--- src/design/ordered_slot_list_engine_macros.svh ---
`ifndef ORDERED_SLOT_LIST_ENGINE_MACROS_SVH
`define ORDERED_SLOT_LIST_ENGINE_MACROS_SVH

// Same-cycle implication, sampled on clk, off during reset
`define OSLE_ASSERT_NOW(label, ante, cons, msg) \
    label: assert property (@(posedge clk) disable iff (!rst_n) (ante) |-> (cons)) \
        else $error(msg);

// Next-cycle implication, sampled on clk, off during reset
`define OSLE_ASSERT_NEXT(label, ante, cons, msg) \
    label: assert property (@(posedge clk) disable iff (!rst_n) (ante) |=> (cons)) \
        else $error(msg);

`endif

--- src/design/osle_pkg.sv ---
package osle_pkg;

    localparam int SLOTS        = 12;
    localparam int HANDLE_WIDTH = 16;
    localparam int IDX_W        = (SLOTS > 1) ? $clog2(SLOTS) : 1;
    localparam int CNT_W        = $clog2(SLOTS + 1);

    localparam int MODE_W   = 3;
    localparam int FIELD_W  = 16;
    localparam int SEL_W    = 4;

    localparam logic [MODE_W-1:0] MODE_APPEND     = MODE_W'(0);
    localparam logic [MODE_W-1:0] MODE_REMOVE     = MODE_W'(1);
    localparam logic [MODE_W-1:0] MODE_MOVE_FRONT = MODE_W'(2);
    localparam logic [MODE_W-1:0] MODE_MOVE_BACK  = MODE_W'(3);
    localparam logic [MODE_W-1:0] MODE_READ       = MODE_W'(4);

    typedef struct packed {
        logic [MODE_W-1:0]  mode;
        logic [FIELD_W-1:0] item_handle;
        logic [SEL_W-1:0]   slot_select;
    } osle_req_t;

    typedef struct packed {
        logic               ok;
        logic [FIELD_W-1:0] slot_value;
    } osle_rsp_t;

    typedef struct packed {
        logic                    en;
        logic [IDX_W-1:0]        idx;
        logic [HANDLE_WIDTH-1:0] data;
    } osle_wr_t;

    typedef struct packed {
        logic             en;
        logic [CNT_W-1:0] from;
    } osle_clr_t;

endpackage

--- src/design/osle_slot_bank.sv ---
module osle_slot_bank (
    input  logic                             clk,
    input  logic                             rst_n,
    input  logic [osle_pkg::IDX_W-1:0]       rd_idx,
    output logic [osle_pkg::HANDLE_WIDTH-1:0] rd_data,
    input  osle_pkg::osle_wr_t               wr,
    input  osle_pkg::osle_clr_t              clr
);
    import osle_pkg::*;

    logic [HANDLE_WIDTH-1:0] slot_reg  [SLOTS];
    logic [HANDLE_WIDTH-1:0] slot_next [SLOTS];

    assign rd_data = (32'(rd_idx) < SLOTS) ? slot_reg[rd_idx] : '0;

    always_comb
    begin
        for (int i = 0; i < SLOTS; i++)
        begin
            slot_next[i] = slot_reg[i];
            if (clr.en && (CNT_W'(i) >= clr.from))
            begin
                slot_next[i] = '0;
            end
            else if (wr.en && (wr.idx == IDX_W'(i)))
            begin
                slot_next[i] = wr.data;
            end
        end
    end

    always_ff @(posedge clk or negedge rst_n)
    begin
        if (!rst_n)
        begin
            for (int i = 0; i < SLOTS; i++)
            begin
                slot_reg[i] <= '0;
            end
        end
        else
        begin
            for (int i = 0; i < SLOTS; i++)
            begin
                slot_reg[i] <= slot_next[i];
            end
        end
    end

endmodule

--- src/design/ordered_slot_list_engine.sv ---
// Ordered list of SLOTS handles with append, remove-all, move-to-front, move-to-back
// and slot read. One request is in progress at a time; req_stall is high from the
// cycle after acceptance until the sequencer has finished. A single slot read port
// and one comparator step through the list one slot per cycle. A read or a rejected
// request goes straight to the result; append scans for the first empty slot and
// the moves for the first match of the handle, after which a move shifts entries;
// remove-all scans the whole list, compacts the kept entries and clears the tail.
// The result sits in an output register, so a new request may be accepted while
// the previous result is still stalled.
`include "ordered_slot_list_engine_macros.svh"

module ordered_slot_list_engine (
    input  logic                clk,
    input  logic                rst_n,
    input  logic                req_valid,
    output logic                req_stall,
    input  osle_pkg::osle_req_t req,
    output logic                rsp_valid,
    input  logic                rsp_stall,
    output osle_pkg::osle_rsp_t rsp
);
    import osle_pkg::*;

    typedef enum logic [2:0] {
        S_IDLE,
        S_SCAN,
        S_FRONT,
        S_BACK,
        S_REMOVE,
        S_CLEAR,
        S_DONE
    } state_t;

    state_t                  state_reg, state_next;
    logic [MODE_W-1:0]       op_reg, op_next;
    logic [HANDLE_WIDTH-1:0] key_reg, key_next;
    logic [CNT_W-1:0]        ptr_reg, ptr_next;
    logic [CNT_W-1:0]        wr_reg, wr_next;
    logic [IDX_W-1:0]        hit_reg, hit_next;
    logic [HANDLE_WIDTH-1:0] hold_reg, hold_next;
    logic                    ok_reg, ok_next;
    logic [FIELD_W-1:0]      val_reg, val_next;
    logic                    rsp_valid_reg, rsp_valid_next;
    osle_rsp_t               rsp_reg, rsp_next;

    logic [HANDLE_WIDTH-1:0] req_handle;
    logic                    sel_ok;
    logic [IDX_W-1:0]        ptr_idx;
    logic [IDX_W-1:0]        back_idx;
    logic                    ptr_end;
    logic [IDX_W-1:0]        rd_idx;
    logic [HANDLE_WIDTH-1:0] rd_data;
    logic [HANDLE_WIDTH-1:0] cmp_key;
    logic                    match;
    logic                    rsp_free;
    osle_wr_t                wr;
    osle_clr_t               clr;

    osle_slot_bank u_bank (
        .clk     (clk),
        .rst_n   (rst_n),
        .rd_idx  (rd_idx),
        .rd_data (rd_data),
        .wr      (wr),
        .clr     (clr)
    );

    assign req_handle = HANDLE_WIDTH'(req.item_handle);
    assign sel_ok     = 32'(req.slot_select) < SLOTS;
    assign ptr_idx    = ptr_reg[IDX_W-1:0];
    assign back_idx   = IDX_W'(ptr_reg - CNT_W'(1));
    assign ptr_end    = ptr_reg == CNT_W'(SLOTS);
    assign rd_idx     = (state_reg == S_IDLE) ? IDX_W'(req.slot_select) : ptr_idx;
    assign cmp_key    = (((state_reg == S_SCAN) && (op_reg == MODE_APPEND))
                         || (state_reg == S_BACK)) ? '0 : key_reg;
    assign match      = rd_data == cmp_key;
    assign rsp_free   = !rsp_valid_reg || !rsp_stall;

    assign req_stall  = state_reg != S_IDLE;
    assign rsp_valid  = rsp_valid_reg;
    assign rsp        = rsp_reg;

    always_comb
    begin
        state_next     = state_reg;
        op_next        = op_reg;
        key_next       = key_reg;
        ptr_next       = ptr_reg;
        wr_next        = wr_reg;
        hit_next       = hit_reg;
        hold_next      = hold_reg;
        ok_next        = ok_reg;
        val_next       = val_reg;
        rsp_valid_next = rsp_valid_reg;
        rsp_next       = rsp_reg;
        wr             = '0;
        clr            = '0;

        case (state_reg)
            S_IDLE:
            begin
                if (req_valid)
                begin
                    op_next  = req.mode;
                    key_next = req_handle;
                    ptr_next = '0;
                    wr_next  = '0;
                    ok_next  = 1'b0;
                    val_next = '0;
                    if (req.mode == MODE_READ)
                    begin
                        if (sel_ok)
                        begin
                            ok_next  = 1'b1;
                            val_next = FIELD_W'(rd_data);
                        end
                        state_next = S_DONE;
                    end
                    else if ((req.mode <= MODE_MOVE_BACK) && (req_handle != '0))
                    begin
                        state_next = (req.mode == MODE_REMOVE) ? S_REMOVE : S_SCAN;
                    end
                    else
                    begin
                        state_next = S_DONE;
                    end
                end
            end
            S_SCAN:
            begin
                if (ptr_end)
                begin
                    state_next = S_DONE;
                end
                else if (match)
                begin
                    if (op_reg == MODE_APPEND)
                    begin
                        wr         = '{en: 1'b1, idx: ptr_idx, data: key_reg};
                        ok_next    = 1'b1;
                        state_next = S_DONE;
                    end
                    else if (op_reg == MODE_MOVE_FRONT)
                    begin
                        hit_next   = ptr_idx;
                        ptr_next   = '0;
                        hold_next  = key_reg;
                        state_next = S_FRONT;
                    end
                    else
                    begin
                        ptr_next   = ptr_reg + CNT_W'(1);
                        state_next = S_BACK;
                    end
                end
                else
                begin
                    ptr_next = ptr_reg + CNT_W'(1);
                end
            end
            S_FRONT:
            begin
                wr        = '{en: 1'b1, idx: ptr_idx, data: hold_reg};
                hold_next = rd_data;
                if (ptr_idx == hit_reg)
                begin
                    ok_next    = 1'b1;
                    state_next = S_DONE;
                end
                else
                begin
                    ptr_next = ptr_reg + CNT_W'(1);
                end
            end
            S_BACK:
            begin
                if (ptr_end || match)
                begin
                    wr         = '{en: 1'b1, idx: back_idx, data: key_reg};
                    ok_next    = 1'b1;
                    state_next = S_DONE;
                end
                else
                begin
                    wr       = '{en: 1'b1, idx: back_idx, data: rd_data};
                    ptr_next = ptr_reg + CNT_W'(1);
                end
            end
            S_REMOVE:
            begin
                if (ptr_end)
                begin
                    state_next = S_CLEAR;
                end
                else
                begin
                    if (match)
                    begin
                        ok_next = 1'b1;
                    end
                    else
                    begin
                        wr      = '{en: 1'b1, idx: wr_reg[IDX_W-1:0], data: rd_data};
                        wr_next = wr_reg + CNT_W'(1);
                    end
                    ptr_next = ptr_reg + CNT_W'(1);
                end
            end
            S_CLEAR:
            begin
                clr        = '{en: 1'b1, from: wr_reg};
                state_next = S_DONE;
            end
            S_DONE:
            begin
                if (rsp_free)
                begin
                    state_next = S_IDLE;
                end
            end
            default:
            begin
                state_next = S_IDLE;
            end
        endcase

        if ((state_reg == S_DONE) && rsp_free)
        begin
            rsp_valid_next = 1'b1;
            rsp_next       = '{ok: ok_reg, slot_value: val_reg};
        end
        else if (rsp_valid_reg && !rsp_stall)
        begin
            rsp_valid_next = 1'b0;
        end
    end

    always_ff @(posedge clk or negedge rst_n)
    begin
        if (!rst_n)
        begin
            state_reg     <= S_IDLE;
            op_reg        <= '0;
            key_reg       <= '0;
            ptr_reg       <= '0;
            wr_reg        <= '0;
            hit_reg       <= '0;
            hold_reg      <= '0;
            ok_reg        <= 1'b0;
            val_reg       <= '0;
            rsp_valid_reg <= 1'b0;
            rsp_reg       <= '0;
        end
        else
        begin
            state_reg     <= state_next;
            op_reg        <= op_next;
            key_reg       <= key_next;
            ptr_reg       <= ptr_next;
            wr_reg        <= wr_next;
            hit_reg       <= hit_next;
            hold_reg      <= hold_next;
            ok_reg        <= ok_next;
            val_reg       <= val_next;
            rsp_valid_reg <= rsp_valid_next;
            rsp_reg       <= rsp_next;
        end
    end

    `OSLE_ASSERT_NEXT(a_busy_after_accept, req_valid && !req_stall, req_stall, "accepted item did not block the request side")
    `OSLE_ASSERT_NOW(a_fail_no_value, rsp_valid && !rsp.ok, rsp.slot_value == '0, "failed item carries a slot value")
    `OSLE_ASSERT_NOW(a_write_in_range, wr.en, 32'(wr.idx) < SLOTS, "slot write outside the list")
    `OSLE_ASSERT_NOW(a_ptr_bound, 1'b1, (ptr_reg <= CNT_W'(SLOTS)) && (wr_reg <= ptr_reg), "scan pointers out of order")

endmodule
--- config.mk ---
export PLATFORM = sky130hd
export DESIGN_NAME = ordered_slot_list_engine
export DESIGN_NICKNAME = d
export VERILOG_FILES = /design/src/design/osle_pkg.sv /design/src/design/osle_slot_bank.sv /design/src/design/ordered_slot_list_engine.sv
export VERILOG_INCLUDE_DIRS = /design/src /design/src/design
export SDC_FILE = /design/constraint.sdc
export NUM_CORES = 1
export LEC_CHECK = 0
export ABC_AREA = 1
export BUFFER_PORTS_ARGS = -buffer_cell sky130_fd_sc_hd__buf_2
export CORE_MARGIN = 5
export CORE_UTILIZATION = 65
export CTS_CLUSTER_DIAMETER = 150
export DETAILED_ROUTE_END_ITERATION = 6
export PLACE_DENSITY = 0.83
export SLEW_MARGIN = 20
export SYNTH_ARGS = -nofsm -noshare
export SYNTH_HDL_FRONTEND = slang
export SYNTH_HIERARCHICAL = 1
export SYNTH_SLANG_ARGS = --single-unit
--- constraint.sdc ---
create_clock -name clk -period 9.25 [get_ports clk]
set_input_delay 0.4625 -clock clk [delete_from_list [all_inputs] [get_ports clk]]
set_output_delay 0.4625 -clock clk [all_outputs]
set_load 0.05 [all_outputs]
==> results of run 1 <==
==> metrics by stage <==
stage	instance area (um^2)	utilization [%]
after floorplan	14200	-
after global placement	14500	66.7
after detailed placement	14500	66.7
after CTS	15500	71.5
after global routing	15500	71.6
final	15500	71.6
==> where the power goes <==
| group | leakage [nW] | internal [W] | total, W | switching [W] |
|---|---|---|---|---|
| logic | 3.07 | 0.000620 | 0.00244 | 0.00182 |
| registers | 3.77 | 0.00148 | 0.00167 | 0.000187 |
| clock network | 0.501 | 0.000758 | 0.00125 | 0.000488 |
==> per-layer routing <==
metal,wire (um),GRT usage (%)
met1,16200,46.3
met2,18000,49.8
met3,4210,5.77
met4,1100,9.50
met5,0,0
==> worst max-delay path by stage <==
stage | startpoint | endpoint | slack, ns | depth (start not counted)
5_1_grt | state_reg[0] | u_bank/slot_reg[183] | 1.55 | 29
3_3_place_gp | state_reg[0] | u_bank/slot_reg[185] | 2.65 | 29
6_report | state_reg[0] | u_bank/slot_reg[183] | 2.17 | 29
3_5_place_dp | state_reg[0] | u_bank/slot_reg[177] | 2.38 | 29
2_1_floorplan | state_reg[0] | u_bank/slot_reg[156] | 5.15 | 28
4_1_cts | state_reg[0] | u_bank/slot_reg[183] | 2.36 | 29
==> cells by family after synthesis <==
kind of cell,count (synthesis),synth area share (%)
buffers and inverters,269,7.73
XOR/XNOR,8,0.492
AO/OA/AOI/OAI,334,13.1
multiplexers,1,0.0791
AND/OR/NAND/NOR,971,29.6
flip-flops,277,48.7
adder cells (fa/ha/maj),3,0.264
==> cell usage in the layout (no fill, tap or decap), drive strengths merged <==
cell type and n:
ha 3, inv 168, nor4 4, nor3 5, nand3 306, mux2 1
o211ai 33, dfrtp 277, buf 57, bufinv 4, clkinv 8, nand4 13
o22ai 33, o21bai 1, a21oi 36, a41oi 1, xor2 4, nand2 549
nor2 94, clkbuf 40, o21ai 230, clkinvlp 2, xnor2 4
==> final cells by class <==
class | instances | area share [%]
clock buffers | 40 | 5.52
flip-flops and latches | 277 | 44.6
inverters | 172 | 4.16
repair buffers | 57 | 2.20
multi-input cells | 1317 | 40.1
well taps | 280 | 2.25
clock inverters | 10 | 1.11
==> summary.md, run 1 <==
| Metric | Value |
|---|---|
| Most used cell, CP | `nand2_1` |
| Wire length per cell | `18.4 um` |
| Max-cap viol count | `0` |
| PwrDens | `345 mW/mm^2` |
| Slew Viols, Final | `0` |
| Core area | `0.0217 mm^2` |
| Post-synth EDFFs | `0` |
| Placed cells | `approximately 2100` |
| Max-slew headroom | `21.8%` |
| Pleak | `7.34 nW` |
| Fillers | `roughly 1700` |
| Period utilisation layout | `about 77%` |
| Nets | `~1900` |
| # diodes | `0` |
| Hold WS | `-0.00621 ns` |
| Synthesized instance count | `1863` |
| Setup CP Type | `register to register` |
| Synth cell types | `34` |
| Buf+Inv Stages, Crit Path | `6` |
| FF-to-FF path depth | `29` |
| Yosys top cell area share | `48.7%` |
| Reg area | `0.00693 mm^2` |
| CP endpoint kind | `register` |
| Io pins | `46` |
| Crit-path max FO | `49` |
| Layout area overhead | `9.14%` |
| Post-Syn Nets | `1893` |
| Max reg flops | `roughly 190` |
| Most frequent cell after synthesis | `nand2_1` |
| Multi-input logic area | `0.00624 mm^2` |
| Top cells by count, synth | `532 x nand2_1, 303 x nand3_1, 277 x dfrtp_1, 187 x o21ai_0, 162 x inv_1` |
| Total Routing Usage GR | `31.9%` |
| Number of global-route vias before repair | `roughly 12000` |
| WP data arrival | `7.58 ns` |
| Largest net degree at the start of global routing | `125` |
| CTS Buf Count | `30` |
| Post-DRT Antenna Nets | `0` |
| Max Freq | `0.141 GHz` |
| Final wirelength | `39500 um` |
| Worst path max stage delay | `0.87 ns` |
| Shortest period the worst path allows | `7.08 ns` |
| Sequential-to-total area share from yosys stat | `about half` |
| FF-to-FF setup slack | `2.17 ns` |
| Die Area | `0.0250 mm^2` |
| Clock Skews | `0.0223 ns` |
| I/O Buffers | `45` |
| GPL Wtd Cong | `0.933` |
| Place WS | `2.38 ns` |
| Hold_buf cts | `0` |
| Root buf cell | `clkbuf_16` |
| Drt drc | `0` |
| Type of the worst min-delay path | `input port to asynchronous set/reset pin` |
| Top cells by area, synth | `dfrtp_1 49%, nand2_1 14%, nand3_1 11%` |
| CTS Sinks | `277` |
| Initial Utilization | `65.6%` |
| Initial antenna violation count | `0` |
| Slowest cell on crit path | `a21oi_2` |
| TritonCTS clock tree | `yes` |
| Overall power | `0.00535 W` |
| Final WS setup | `2.17 ns` |
| Final setup vio count | `0` |
| Final cell count without fillers | `2153` |
| Setup TNS | `0 ns` |
| Count of final hold-check violations | `6` |
| Crit path required time | `9.75 ns` |
| Total congestion overflow | `0` |
| Worst setup SP type | `register` |
| Yosys warns | `6` |
| Post-CTS sizing | `0` |
| Slew @ Worst Pin | `~1.2 ns` |
| Longest Clk Path Bufs | `3` |
| Share of layout cells above drive strength 1 | `8.44%` |
| Number of iterations in the first detailed-routing pass | `6` |
| Insertion delay to the later sink of the worst-skew pair | `0.56 ns` |
| Largest area contributor in the netlist | `dfrtp_1` |
| DR vias/cell | `between 6 and 7` |
| Critical R2R Launch | `state_reg[0]` |
| Failing checks | `hold timing` |
| Ys flop type | `dfrtp_1` |
| Setup bufs post-CTS | `0` |
| Initial DRC count | `approximately 1900` |
| Die W | `158 um` |
| Die Ht | `158 um` |
| H-tree Lvls | `1` |
| Share of synthesized registers carrying an async set or reset | `100%` |
| Number of synthesized register bits | `about 280` |
| First-pass GRT wire length | `64200 um` |
| CP delay by family, top | `simple AND/OR/NAND/NOR gates` |
| Cell Area, Synth | `~0.014 mm^2` |
| Peak VDD IR | `198 uV` |
| Outcome | `finished, violations left` |
| FF-to-FF End | `u_bank/slot_reg[183]` |
| Syn Area/Cell | `around 7.6 um^2` |
| Clk pin slew, worst setup/hold paths | `roughly 0.060 ns` |
| DR vias | `between 10000 and 15000` |
| RSZ-0062 raised after global routing | `false` |
| Standard-cell rows | `54` |
| HPWL after detailed placement | `25700 um` |
(Power assumes the default switching activity.)
==> run 2, diff against run 1 <==
--- a/config.mk
+++ b/config.mk
@@ -9,10 +9,10 @@
 export ABC_AREA = 1
 export BUFFER_PORTS_ARGS = -buffer_cell sky130_fd_sc_hd__buf_2
 export CORE_MARGIN = 5
-export CORE_UTILIZATION = 65
+export CORE_UTILIZATION = 63
 export CTS_CLUSTER_DIAMETER = 150
 export DETAILED_ROUTE_END_ITERATION = 6
-export PLACE_DENSITY = 0.83
+export PLACE_DENSITY = 0.81
 export SLEW_MARGIN = 20
 export SYNTH_ARGS = -nofsm -noshare
 export SYNTH_HDL_FRONTEND = slang
==> constraint.sdc (replaced) <==
create_clock -name clk -period 6.7 [get_ports clk]
set_input_delay 0.335 -clock clk [delete_from_list [all_inputs] [get_ports clk]]
set_output_delay 0.335 -clock clk [all_outputs]
set_load 0.05 [all_outputs]
==> run 2 against run 1 <==
Effect of this change: the run now ends clean; total power increased by 36%; sequential power increased by 39%; routed wire length increased by 0.54%; combinational power increased by 41%; critical path depth unchanged; non-clock buffer count increased by 9; fmax increased by 20%; highest routed layer unchanged.
==> summary.md, run 2 (synthesis results as in run 1) <==
| Metric | Value |
|---|---|
| Clock Skews | `0.00919 ns` |
| H-tree Lvls | `1` |
| Final cell count without fillers | `2166` |
| I/O Buffers | `45` |
| TritonCTS clock tree | `yes` |
| FF-to-FF path depth | `29` |
| Place WS | `0.942 ns` |
| Initial Utilization | `63.5%` |
| Cell count along the critical path | `29` |
| Drt drc | `0` |
| CTS Buf Count | `29` |
| Nets | `1893` |
| Die Area | `0.0257 mm^2` |
| Max-cap viol count | `0` |
| Cell area after layout | `0.0155 mm^2` |
| Wire length per cell | `18.3 um` |
| HPWL after detailed placement | `26300 um` |
| Standard-cell rows | `55` |
| Hold WS | `0.0164 ns` |
| CP endpoint kind | `register` |
| # diodes | `0` |
| Core area | `between 0.02 and 0.025 mm^2` |
| Clk pin slew, worst setup/hold paths | `~0.06 ns` |
| PwrDens | `471 mW/mm^2` |
| Initial antenna violation count | `0` |
| Max reg flops | `192` |
| Insertion delay to the later sink of the worst-skew pair | `0.55 ns` |
| Layout area overhead | `8.89%` |
| Peak VDD IR | `227 uV` |
| WHS Path Cells | `3` |
| Io pins | `46` |
| Max-slew headroom | `32.9%` |
| Fillers | `1855` |
| Final WS setup | `0.786 ns` |
| Crit path required time | `~7.2 ns` |
| Number of iterations in the first detailed-routing pass | `6` |
| Count of final hold-check violations | `0` |
| Post-DRT Antenna Nets | `0` |
| Max Freq | `0.169 GHz` |
| Share of layout cells above drive strength 1 | `8.35%` |
| Final wirelength | `39700 um` |
| Total Routing Usage GR | `30.7%` |
| Most used cell, CP | `nand2_1` |
| Slew Viols, Final | `0` |
| RSZ-0062 raised after global routing | `false` |
| Die Ht | `160 um` |
| Placement Cell Area | `roughly 0.015 mm^2` |
| Placed cells | `about 2100` |
| Slowest cell on crit path | `a21oi_2` |
| Setup TNS | `0 ns` |
| Commonest non-fill, non-tap cell in the layout | `nand2_1` |
| Most frequent cells in the layout | `532 x nand2_1, 303 x nand3_1, 277 x dfrtp_1` |
| Worst setup SP type | `register` |
| Post-CTS sizing | `0` |
| First-pass GRT wire length | `65700 um` |
| Type of the worst min-delay path | `input port to register` |
| Root buf cell | `clkbuf_16` |
| DR vias | `13200` |
| Setup CP Type | `register to register` |
| Worst path max stage delay | `0.68 ns` |
| WP data arrival | `between 6 and 7 ns` |
| Total congestion overflow | `0` |
| Period utilisation layout | `88.3%` |
| Largest net degree at the start of global routing | `around 160` |
| Pleak | `7.34 nW` |
| Die W | `160 um` |
| Shortest period the worst path allows | `~5.9 ns` |
| CTS Sinks | `277` |
| Crit-path max FO | `32` |
| Final setup vio count | `0` |
| DR vias/cell | `6.08` |
| CP delay by family, top | `simple AND/OR/NAND/NOR gates` |
| Outcome | `complete, no violations` |
| GPL Wtd Cong | `0.921` |
| Longest Clk Path Bufs | `3` |
| Slew @ Worst Pin | `1.00 ns` |
| Buf+Inv Stages, Crit Path | `6` |
| Initial DRC count | `1692` |
| Number of global-route vias before repair | `roughly 12000` |
run 2: cell count changes in the layout (fill, tap and decap cells not counted), sizes merged:
cell / delta
clkbuf: +4
buf: +8
bufinv: -3
clkinvlp: -2
dlygate4sd3: +1
run 2: what timing repair did:
action                                 CTS  global route
buffers inserted                         0             0
endpoints found under the hold margin  122             0
hold buffers                             1             0
run 2: worst min-delay path: stages:
cell and delay (ns):
buf_2 0.09, nand2_1 0.05, nand2_1 0.06
run 2: power breakdown:
part           switching [W]  internal (W)  total, W  leakage [nW]
sequential          0.000266       0.00205   0.00232          3.77
combinational        0.00255      0.000890   0.00344          3.12
clock               0.000642      0.000905   0.00155         0.448
total                0.00346       0.00385   0.00731          7.34
run 2: through the flow:
stage	power, W	util [%]
2_1_floorplan	0.00468	-
5_1_grt	0.00777	69.1
3_3_place_gp	0.00561	65.0
4_1_cts	0.00724	69.1
3_5_place_dp	0.00567	65.0
6_report	0.00731	69.1
run 2: layout make-up:
class	instances	area [um^2]	area share, %
Sequential cell	277	6930	44.7
Multi-Input combinational cell	1317	6230	40.2
Clock buffer	44	852	5.50
Inverter	172	646	4.16
Timing Repair Buffer	66	433	2.79
Tap cell	285	357	2.30
Clock inverter	5	53.8	0.347
run 2: path summary, 6_finish.rpt:
path / startpoint / to / slack, ns
min reg2reg: hold_reg[15] / hold_reg[15] / 0.48
max reg2reg: state_reg[0] / u_bank/slot_reg[188] / 0.79
max in group asynchronous: rst_n / u_bank/slot_reg[136] / 4.88
max: state_reg[0] / u_bank/slot_reg[188] / 0.79
min in group asynchronous: rst_n / ok_reg / 0.48
min: req[8] / key_reg[4] / 0.02
run 2: routing by layer:
metal  global-route usage [%]  part of all wire (%)  vias up
li1                         -                     -     6130
met1                     45.2                    43     6260
met2                     47.4                    45      687
met3                     6.03                   9.3       82
met4                     7.63                   2.6        0
met5                        0                     0        -
